## config.mk

```make
export PLATFORM = sky130hd
export DESIGN_NAME = gain_scheduled_pid
export DESIGN_NICKNAME = d
export VERILOG_FILES = /design/src/gsp_pkg.sv /design/src/gsp_state.sv /design/src/gsp_datapath.sv /design/src/gain_scheduled_pid.sv
export SDC_FILE = /design/constraint.sdc
export NUM_CORES = 2
export LEC_CHECK = 0
export BUFFER_PORTS_ARGS = -buffer_cell sky130_fd_sc_hd__buf_2
export CELL_PAD_IN_SITES_DETAIL_PLACEMENT = 0
export CELL_PAD_IN_SITES_GLOBAL_PLACEMENT = 2
export CORE_MARGIN = 2
export CORE_UTILIZATION = 31
export CTS_CLUSTER_SIZE = 24
export DETAILED_ROUTE_END_ITERATION = 10
export PLACE_DENSITY_LB_ADDON = 0.1
export RECOVER_POWER = 100
export SLEW_MARGIN = 20
export SYNTH_ARGS = -nofsm -noshare
export SYNTH_HDL_FRONTEND = slang
export SYNTH_SLANG_ARGS = --single-unit
```

## constraint.sdc

```tcl
create_clock -name clock -period 9.35 [get_ports clock]
set_clock_uncertainty 0.2 [all_clocks]
set_input_delay 0.4675 -clock clock [delete_from_list [all_inputs] [get_ports clock]]
set_output_delay 0.4675 -clock clock [all_outputs]
set_load 0.01 [all_outputs]
```

## src/gsp_pkg.sv

```systemverilog
package gsp_pkg;

   // one gain set as held in the csr: kp bits 15:0, ki 31:16, kd 47:32
   typedef struct packed {
      logic signed [15:0] kd;
      logic signed [15:0] ki;
      logic signed [15:0] kp;
   } gains_type;

   typedef enum logic [1:0] {
      MODE_LINE   = 2'd0,
      MODE_NORMAL = 2'd1,
      MODE_CIRCLE = 2'd2,
      MODE_HOLD   = 2'd3
   } gain_mode_type;

   localparam logic [1:0] CSR_GAIN_MODE    = 2'd0;
   localparam logic [1:0] CSR_GAINS_NORMAL = 2'd1;
   localparam logic [1:0] CSR_GAINS_LINE   = 2'd2;
   localparam logic [1:0] CSR_GAINS_CIRCLE = 2'd3;

   localparam logic REQ_STEP = 1'b0;
   localparam logic REQ_STOP = 1'b1;

   localparam int GAIN_WIDTH  = 48;
   localparam int ERROR_WIDTH = 16;
   localparam int DRIVE_WIDTH = 32;

   localparam logic [GAIN_WIDTH-1:0] GAINS_NORMAL_RESET = 48'd0;
   localparam logic [GAIN_WIDTH-1:0] GAINS_LINE_RESET   = 48'd5120;
   localparam logic [GAIN_WIDTH-1:0] GAINS_CIRCLE_RESET = 48'd38482906992640;

   localparam logic signed [DRIVE_WIDTH-1:0] DRIVE_MAX = 32'sh7fff_ffff;
   localparam logic signed [DRIVE_WIDTH-1:0] DRIVE_MIN = 32'sh8000_0000;

   // integral register width: holds +-(10 << frac_bits) plus one error sample
   function automatic int integ_width(input int frac_bits);
      int w;
      w = frac_bits + 6;
      if (w < 17) begin
         w = 17;
      end
      return w;
   endfunction

endpackage

```

## src/gsp_state.sv

```systemverilog
module gsp_state #(
   parameter int FRAC_BITS = 8
) (
   input  logic                     clock,
   input  logic                     reset,
   input  logic                     load,
   input  logic                     req_type,
   input  logic signed [15:0]       error_sample,
   input  gsp_pkg::gain_mode_type   gain_mode,
   input  gsp_pkg::gains_type       gains_normal,
   input  gsp_pkg::gains_type       gains_line,
   input  gsp_pkg::gains_type       gains_circle,
   output logic                     op_stop,
   output logic signed [15:0]       op_error,
   output logic signed [16:0]       op_diff,
   output logic signed [gsp_pkg::integ_width(FRAC_BITS)-1:0] op_integral,
   output gsp_pkg::gains_type       op_gains
);
   import gsp_pkg::*;

   localparam int IntegWidth = integ_width(FRAC_BITS);
   localparam logic signed [IntegWidth:0] IntegHi = (IntegWidth+1)'(10 << FRAC_BITS);
   localparam logic signed [IntegWidth:0] IntegLo = (IntegWidth+1)'(9 << FRAC_BITS);

   logic signed [IntegWidth-1:0] integral_ff, integral_in;
   logic signed [15:0]           prev_error_ff, prev_error_in;
   gains_type                    active_gains_ff, active_gains_in;
   logic signed [IntegWidth:0]   integ_sum;
   gains_type                    gains_sel;

   // operand register, no reset
   logic                         op_stop_ff;
   logic signed [15:0]           op_error_ff;
   logic signed [16:0]           op_diff_ff;
   logic signed [IntegWidth-1:0] op_integral_ff;
   gains_type                    op_gains_ff;

   always_comb begin
      case (gain_mode)
         MODE_LINE:   gains_sel = gains_line;
         MODE_NORMAL: gains_sel = gains_normal;
         MODE_CIRCLE: gains_sel = gains_circle;
         default:     gains_sel = active_gains_ff;
      endcase
   end

   assign integ_sum = (IntegWidth+1)'(integral_ff) + (IntegWidth+1)'(error_sample);

   always_comb begin
      integral_in     = integral_ff;
      prev_error_in   = prev_error_ff;
      active_gains_in = active_gains_ff;
      if (load) begin
         if (req_type == REQ_STOP) begin
            prev_error_in = '0;
         end else begin
            prev_error_in   = error_sample;
            active_gains_in = gains_sel;
            if (integ_sum > IntegHi) begin
               integral_in = IntegWidth'(IntegLo);
            end else if (integ_sum < -IntegHi) begin
               integral_in = IntegWidth'(-IntegLo);
            end else begin
               integral_in = IntegWidth'(integ_sum);
            end
         end
      end
   end

   always_ff @(posedge clock) begin
      if (reset) begin
         integral_ff     <= '0;
         prev_error_ff   <= '0;
         active_gains_ff <= GAINS_NORMAL_RESET;
      end else begin
         integral_ff     <= integral_in;
         prev_error_ff   <= prev_error_in;
         active_gains_ff <= active_gains_in;
      end
   end

   always_ff @(posedge clock) begin
      if (load) begin
         op_stop_ff     <= (req_type == REQ_STOP);
         op_error_ff    <= error_sample;
         op_diff_ff     <= 17'(error_sample) - 17'(prev_error_ff);
         op_integral_ff <= integral_in;
         op_gains_ff    <= gains_sel;
      end
   end

   assign op_stop     = op_stop_ff;
   assign op_error    = op_error_ff;
   assign op_diff     = op_diff_ff;
   assign op_integral = op_integral_ff;
   assign op_gains    = op_gains_ff;

`ifndef NO_ASSERTIONS
   // a stop leaves the integral alone and zeroes the previous error
   a_stop_state: assert property (@(posedge clock) disable iff (reset)
      (load && req_type == REQ_STOP) |=> ($stable(integral_ff) && prev_error_ff == '0))
      else $error("stop transaction disturbed controller state");
`endif

endmodule

```

## src/gsp_datapath.sv

```systemverilog
module gsp_datapath #(
   parameter int FRAC_BITS = 8
) (
   input  logic                     clock,
   input  logic                     load,
   input  logic                     op_stop,
   input  logic signed [15:0]       op_error,
   input  logic signed [16:0]       op_diff,
   input  logic signed [gsp_pkg::integ_width(FRAC_BITS)-1:0] op_integral,
   input  gsp_pkg::gains_type       op_gains,
   output logic signed [31:0]       drive_value
);
   import gsp_pkg::*;

   localparam int IntegWidth = integ_width(FRAC_BITS);
   localparam int AccWidth   = 16 + IntegWidth + 2;
   localparam logic signed [AccWidth-1:0] AccMax = AccWidth'(DRIVE_MAX);
   localparam logic signed [AccWidth-1:0] AccMin = AccWidth'(DRIVE_MIN);

   logic signed [31:0]              prod_kp;
   logic signed [16+IntegWidth-1:0] prod_ki;
   logic signed [32:0]              prod_kd;
   logic signed [AccWidth-1:0]      acc;
   logic signed [AccWidth-1:0]      acc_shift;
   logic signed [31:0]              drive_sat;
   logic signed [31:0]              drive_ff, drive_in;

   assign prod_kp = 32'(op_gains.kp) * 32'(op_error);
   assign prod_ki = (16+IntegWidth)'(op_gains.ki) * (16+IntegWidth)'(op_integral);
   assign prod_kd = 33'(op_gains.kd) * 33'(op_diff);

   assign acc       = AccWidth'(prod_kp) + AccWidth'(prod_ki) + AccWidth'(prod_kd);
   // arithmetic shift rounds toward minus infinity
   assign acc_shift = acc >>> FRAC_BITS;

   always_comb begin
      if (acc_shift > AccMax) begin
         drive_sat = DRIVE_MAX;
      end else if (acc_shift < AccMin) begin
         drive_sat = DRIVE_MIN;
      end else begin
         drive_sat = 32'(acc_shift);
      end
      drive_in = op_stop ? '0 : drive_sat;
   end

   always_ff @(posedge clock) begin
      if (load) begin
         drive_ff <= drive_in;
      end
   end

   assign drive_value = drive_ff;

`ifndef NO_ASSERTIONS
   a_stop_zero: assert property (@(posedge clock)
      (load && op_stop) |=> (drive_ff == '0))
      else $error("stop transaction produced nonzero drive value");
`endif

endmodule

```

## src/gain_scheduled_pid.sv

```systemverilog
// gain_scheduled_pid: positional pid controller with clamped integral and
// three csr-selectable gain sets (line, normal, circle, or hold last set)
// request channel: req_valid/req_stall with req_type (0 step, 1 stop) and a
//   signed q8.8 req_error_sample; a transaction completes on valid & !stall
// response channel: rsp_valid/rsp_stall with a signed rsp_drive_value,
//   one response per request, in order
// csr port: csr_write_enable/csr_index/csr_write_data, to be written by the user only
//   while no transaction is in flight; the block itself does not enforce this
// path: a taken request loads the operand register, then moves on to the result
//   register once that is empty or being drained
// throughput: one transaction per cycle unless responses stall; the state
//   update (integral add and clamp) feeds three parallel multiplies and a sum
// stall: a stalled response holds; the operand stage keeps filling, so the
//   block stalls requests only when both stages hold data
// reset: synchronous, clears both valid flags, integral and previous error,
//   zeroes the active gains and loads the csr reset values
module gain_scheduled_pid #(
   parameter int FRAC_BITS = 8
) (
   input  logic                clock,
   input  logic                reset,
   // request channel
   input  logic                req_valid,
   output logic                req_stall,
   input  logic                req_type,
   input  logic signed [15:0]  req_error_sample,
   // response channel
   output logic                rsp_valid,
   input  logic                rsp_stall,
   output logic signed [31:0]  rsp_drive_value,
   // csr write port
   input  logic                csr_write_enable,
   input  logic [1:0]          csr_index,
   input  logic [47:0]         csr_write_data
);
   import gsp_pkg::*;

   localparam int IntegWidth = integ_width(FRAC_BITS);

   // csr registers
   gain_mode_type gain_mode_ff, gain_mode_in;
   gains_type     gains_normal_ff, gains_normal_in;
   gains_type     gains_line_ff, gains_line_in;
   gains_type     gains_circle_ff, gains_circle_in;

   // pipeline control
   logic s1_valid_ff, s1_valid_in;
   logic rsp_valid_ff, rsp_valid_in;
   logic req_accept;
   logic out_load;

   // operands between the two stages
   logic                         op_stop;
   logic signed [15:0]           op_error;
   logic signed [16:0]           op_diff;
   logic signed [IntegWidth-1:0] op_integral;
   gains_type                    op_gains;

   // csr writes, index beyond the list cannot occur with a 2-bit index
   always_comb begin
      gain_mode_in    = gain_mode_ff;
      gains_normal_in = gains_normal_ff;
      gains_line_in   = gains_line_ff;
      gains_circle_in = gains_circle_ff;
      if (csr_write_enable) begin
         case (csr_index)
            CSR_GAIN_MODE:    gain_mode_in    = gain_mode_type'(csr_write_data[1:0]);
            CSR_GAINS_NORMAL: gains_normal_in = csr_write_data;
            CSR_GAINS_LINE:   gains_line_in   = csr_write_data;
            CSR_GAINS_CIRCLE: gains_circle_in = csr_write_data;
            default: ;
         endcase
      end
   end

   always_ff @(posedge clock) begin
      if (reset) begin
         gain_mode_ff    <= MODE_NORMAL;
         gains_normal_ff <= GAINS_NORMAL_RESET;
         gains_line_ff   <= GAINS_LINE_RESET;
         gains_circle_ff <= GAINS_CIRCLE_RESET;
      end else begin
         gain_mode_ff    <= gain_mode_in;
         gains_normal_ff <= gains_normal_in;
         gains_line_ff   <= gains_line_in;
         gains_circle_ff <= gains_circle_in;
      end
   end

   // result register takes a full operand stage when empty or being drained
   assign out_load   = s1_valid_ff && (!rsp_valid_ff || !rsp_stall);
   // operand stage is free when empty or moving forward this cycle
   assign req_stall  = s1_valid_ff && !out_load;
   assign req_accept = req_valid && !req_stall;

   always_comb begin
      s1_valid_in  = req_accept || (s1_valid_ff && !out_load);
      rsp_valid_in = out_load || (rsp_valid_ff && rsp_stall);
   end

   always_ff @(posedge clock) begin
      if (reset) begin
         s1_valid_ff  <= 1'b0;
         rsp_valid_ff <= 1'b0;
      end else begin
         s1_valid_ff  <= s1_valid_in;
         rsp_valid_ff <= rsp_valid_in;
      end
   end

   assign rsp_valid = rsp_valid_ff;

   // state update and operand capture
   gsp_state #(
      .FRAC_BITS (FRAC_BITS)
   ) u_state (
      .clock        (clock),
      .reset        (reset),
      .load         (req_accept),
      .req_type     (req_type),
      .error_sample (req_error_sample),
      .gain_mode    (gain_mode_ff),
      .gains_normal (gains_normal_ff),
      .gains_line   (gains_line_ff),
      .gains_circle (gains_circle_ff),
      .op_stop      (op_stop),
      .op_error     (op_error),
      .op_diff      (op_diff),
      .op_integral  (op_integral),
      .op_gains     (op_gains)
   );

   // multiply, sum, scale, saturate (zero for a stop) into the result register
   gsp_datapath #(
      .FRAC_BITS (FRAC_BITS)
   ) u_datapath (
      .clock       (clock),
      .load        (out_load),
      .op_stop     (op_stop),
      .op_error    (op_error),
      .op_diff     (op_diff),
      .op_integral (op_integral),
      .op_gains    (op_gains),
      .drive_value (rsp_drive_value)
   );

`ifndef NO_ASSERTIONS
   // requests are held off only with both stages occupied
   a_stall_full: assert property (@(posedge clock) disable iff (reset)
      req_stall |-> (s1_valid_ff && rsp_valid_ff))
      else $error("request stalled with a free pipeline stage");

   // an operand moving forward must show up as a response
   a_advance: assert property (@(posedge clock) disable iff (reset)
      out_load |=> rsp_valid_ff)
      else $error("operand stage advanced but no response appeared");

   // a held response with a full operand stage keeps the operand
   a_hold: assert property (@(posedge clock) disable iff (reset)
      (s1_valid_ff && rsp_valid_ff && rsp_stall) |=> s1_valid_ff)
      else $error("operand transaction dropped under stall");
`endif

endmodule

```

==> impl_metrics.py <==
metrics = {
    "drt": {
        "num_vias": 31410,
        "avgRoutedWirePerCell_um": 21.98,
        "drtIter0Drc": 1578,
        "first_pass_iters": 7,
        "ant_nets": 0,
        "totalWireLength_mm": 151.6,
        "viasPerCell": 4.555,
        "drc_errors": 0,
    },
    "logic_synthesis": {
        "synthCells": 4745,
        "ys_seq_area_share_pct": 18.13,
        "synth_fa_ha_area_share_pct": 48.13,
        "ys_ff_latch": 355,
        "synth_top_family_by_area": "adder cells",
        "synth_compound_gate_area_share_pct": 5.222,
        "synth-simple-area-share_pct": 14.72,
        "synth_mux_area_share_pct": 2.432,
        "avgSynthCellArea_um2": 9.726,
        "synth-main-ff-cell": "dfxtp_1",
        "synth_cell_types": 71,
        "syn_nets": 6013,
        "synth_edf_count": 126,
        "async_flop_share_pct": 0,
        "netlist_area_um2": 46150,
        "synth_xor_area_share_pct": 0.9489,
        "synth_warnings": 0,
    },
    "run": {
        "maxCapViolCount": 12,
    },
    "finish": {
        "regArea_um2": 8368,
        "drive_gt1_share_pct": 6.835,
        "final_common_cell": "inv_1",
        "syn2layout_area_growth_pct": 12.42,
        "nets": 6186,
        "fill_cells": 15450,
        "layout_common_cells": "inv_1, fa_1, nand2_1, and2_1, a21oi_1",
        "fin_area_um2": 51880,
        "multi_input_area_um2": 32990,
    },
    "clocking": {
        "numCtsBuffers": 50,
        "clk_pin_slew_ns": 0.06,
        "clockBufferDepth": 3,
        "cts.sinks": 355,
        "worstSkewPairLatency_ns": 0.67,
        "cts-htree-levels": 2,
        "cts-root-buf": "clkbuf_16",
        "cts_tree": "yes",
    },
    "timing": {
        "finalHoldViolCount": 0,
        "maxSlewHeadroom_pct": -175.9,
        "report.final.slew_viol_count": 589,
        "finalSetupViolCount": 0,
        "rsz0062_at_grt": "no",
        "worst_pin_slew_ns": 4.138,
        "fmax_mhz": 112.2,
        "post-route-period-util_pct": 95.35,
        "final.setup.tns_ns": 0,
        "period_needed_ns": 8.915,
    },
    "worst_setup_path": {
        "endpoint_kind": "flop",
        "cp_common_cell": "fa_1",
        "worst-path-stages": 27,
        "worst-path-buf-inv": 7,
        "cpMaxStageDelayCell": "edfxtp_1",
        "crit_family": "adder cells",
        "crit_arrival_ns": 9.18,
        "cp_slowest_stage_delay_ns": 0.83,
        "r2r_cells": 27,
        "cp_max_fo": 16,
        "required_ns": 9.61,
        "worst_setup_path_start_kind": "flop",
        "crit_type": "reg -> reg",
    },
    "floorplanning": {
        "dieArea_um2": 152000,
        "dieHeight_um": 389.8,
        "core.rowCount": 141,
        "core_area_um2": 147800,
        "die_w_um": 389.8,
        "start_util_pct": 31.21,
        "io_pins": 106,
    },
    "global_route": {
        "grt_pass1_wl_mm": 232.0,
        "antenna_found_initial": 15,
        "grt_pass1_vias": 34870,
        "grt_max_degree": 80,
        "grt_usage_pct": 20.71,
        "grt_overflow_total": 0,
    },
    "placement": {
        "placed_cell_area_um2": 49540,
        "dp_hpwl_mm": 123.1,
        "portBuffers": 105,
        "gp_congestion": 0.8312,
    },
    "hold_path": {
        "hp-class": "in -> reg",
        "holdPathStages": 4,
    },
    "outcome": {
        "status": "finished with violations",
        "violations": "max-capacitance violations, max-slew violations",
    },
}
cells in the mapped netlist (all sizes together) (23+ instances only):
master	number	area, um2
inv	1071	4020
fa	965	19320
nand2	773	2902
and2	406	2540
a21oi	243	1216
ha	231	2890
dfxtp	229	4584
clkbuf	186	698.2
edfxtp	126	3784
nor2	80	300.3
mux4	48	1081
xnor2	37	324.1
nor3	34	170.2
nor2b	30	187.7
o21ai	25	125.1
nand2b	23	143.9
tightest hold or removal path: cells and delay by family:
kind | cells | cell delay (ns)
and+or+nand+nor | 2 | 0.17
buffers and inverters | 1 | 0.16
muxes | 1 | 0.13
cell type report:
| class | instances | area share, % |
|---|---|---|
| clock buffer | 72 | 2.749 |
| timing repair buffer | 324 | 4.578 |
| clock inverter | 22 | 0.5234 |
| sequential | 355 | 16.13 |
| inverter | 1071 | 7.751 |
| multi-input combinational | 3116 | 63.58 |
| antenna | 6 | 0.02894 |
| tap | 1930 | 4.655 |
layer usage:
layer,part of all wire [%],routed length (um),global-route usage (%),vias up
met1,47,70930,29.08,16310
li1,-,-,-,14540
met5,0,0,0,-
met4,1.6,2366,3.229,0
met3,3.3,5047,2.020,111
met2,48,73220,35.24,455
metrics by stage:
step	hold WS [ns]	instances	util, %	worst slack [ns]
floorplan	0.2331	4745	-	1.290
global placement	0.2399	6721	33.51	0.1649
detailed placement	0.2450	6721	33.51	0.3157
CTS	0.01769	6882	35.11	0.2585
global route	0.08513	6890	35.08	0.01493
finish	0.09126	6896	35.09	0.4351
path summary, 6_finish.rpt:
check             slack [ns]                          to           startpoint
setup / recovery        0.44  u_datapath.drive_value[16]  u_state.op_error[3]
hold / removal          0.09             gain_mode_ff[0]         csr_index[0]
setup reg to reg        0.44  u_datapath.drive_value[16]  u_state.op_error[3]
hold reg to reg         0.25           gains_line_ff[17]    gains_line_ff[17]
timing repair:
action	4_1_cts	5_1_grt
setup endpoints to repair	0	7
hold buffers	67	0
resized for setup	0	0
hold endpoints to repair	164	0
setup buffers	0	8
registers in the layout, summed over array words and instances (netlist names), 2 cells and up:
name / cells
u_datapath.drive_value: 27
u_state.prev_error_ff: 16
u_state.op_gains: 48
u_state.integral_ff: 17
u_state.active_gains_ff: 48
gains_circle_ff: 48
gains_line_ff: 48
gain_mode_ff: 2
gains_normal_ff: 48
u_state.op_error: 16
u_state.op_diff: 17
u_state.op_integral: 17
cell families after synthesis:
logic type	count (synthesis)
mux	52
flops	355
fa+ha+maj	1196
simple gates	1429
compound gates	389
buf+inv	1274
xor+xnor	50
Power is left out: the tool's default activity adds up to more than one toggle a clock period on the data nets, which glitch-free logic cannot reach.
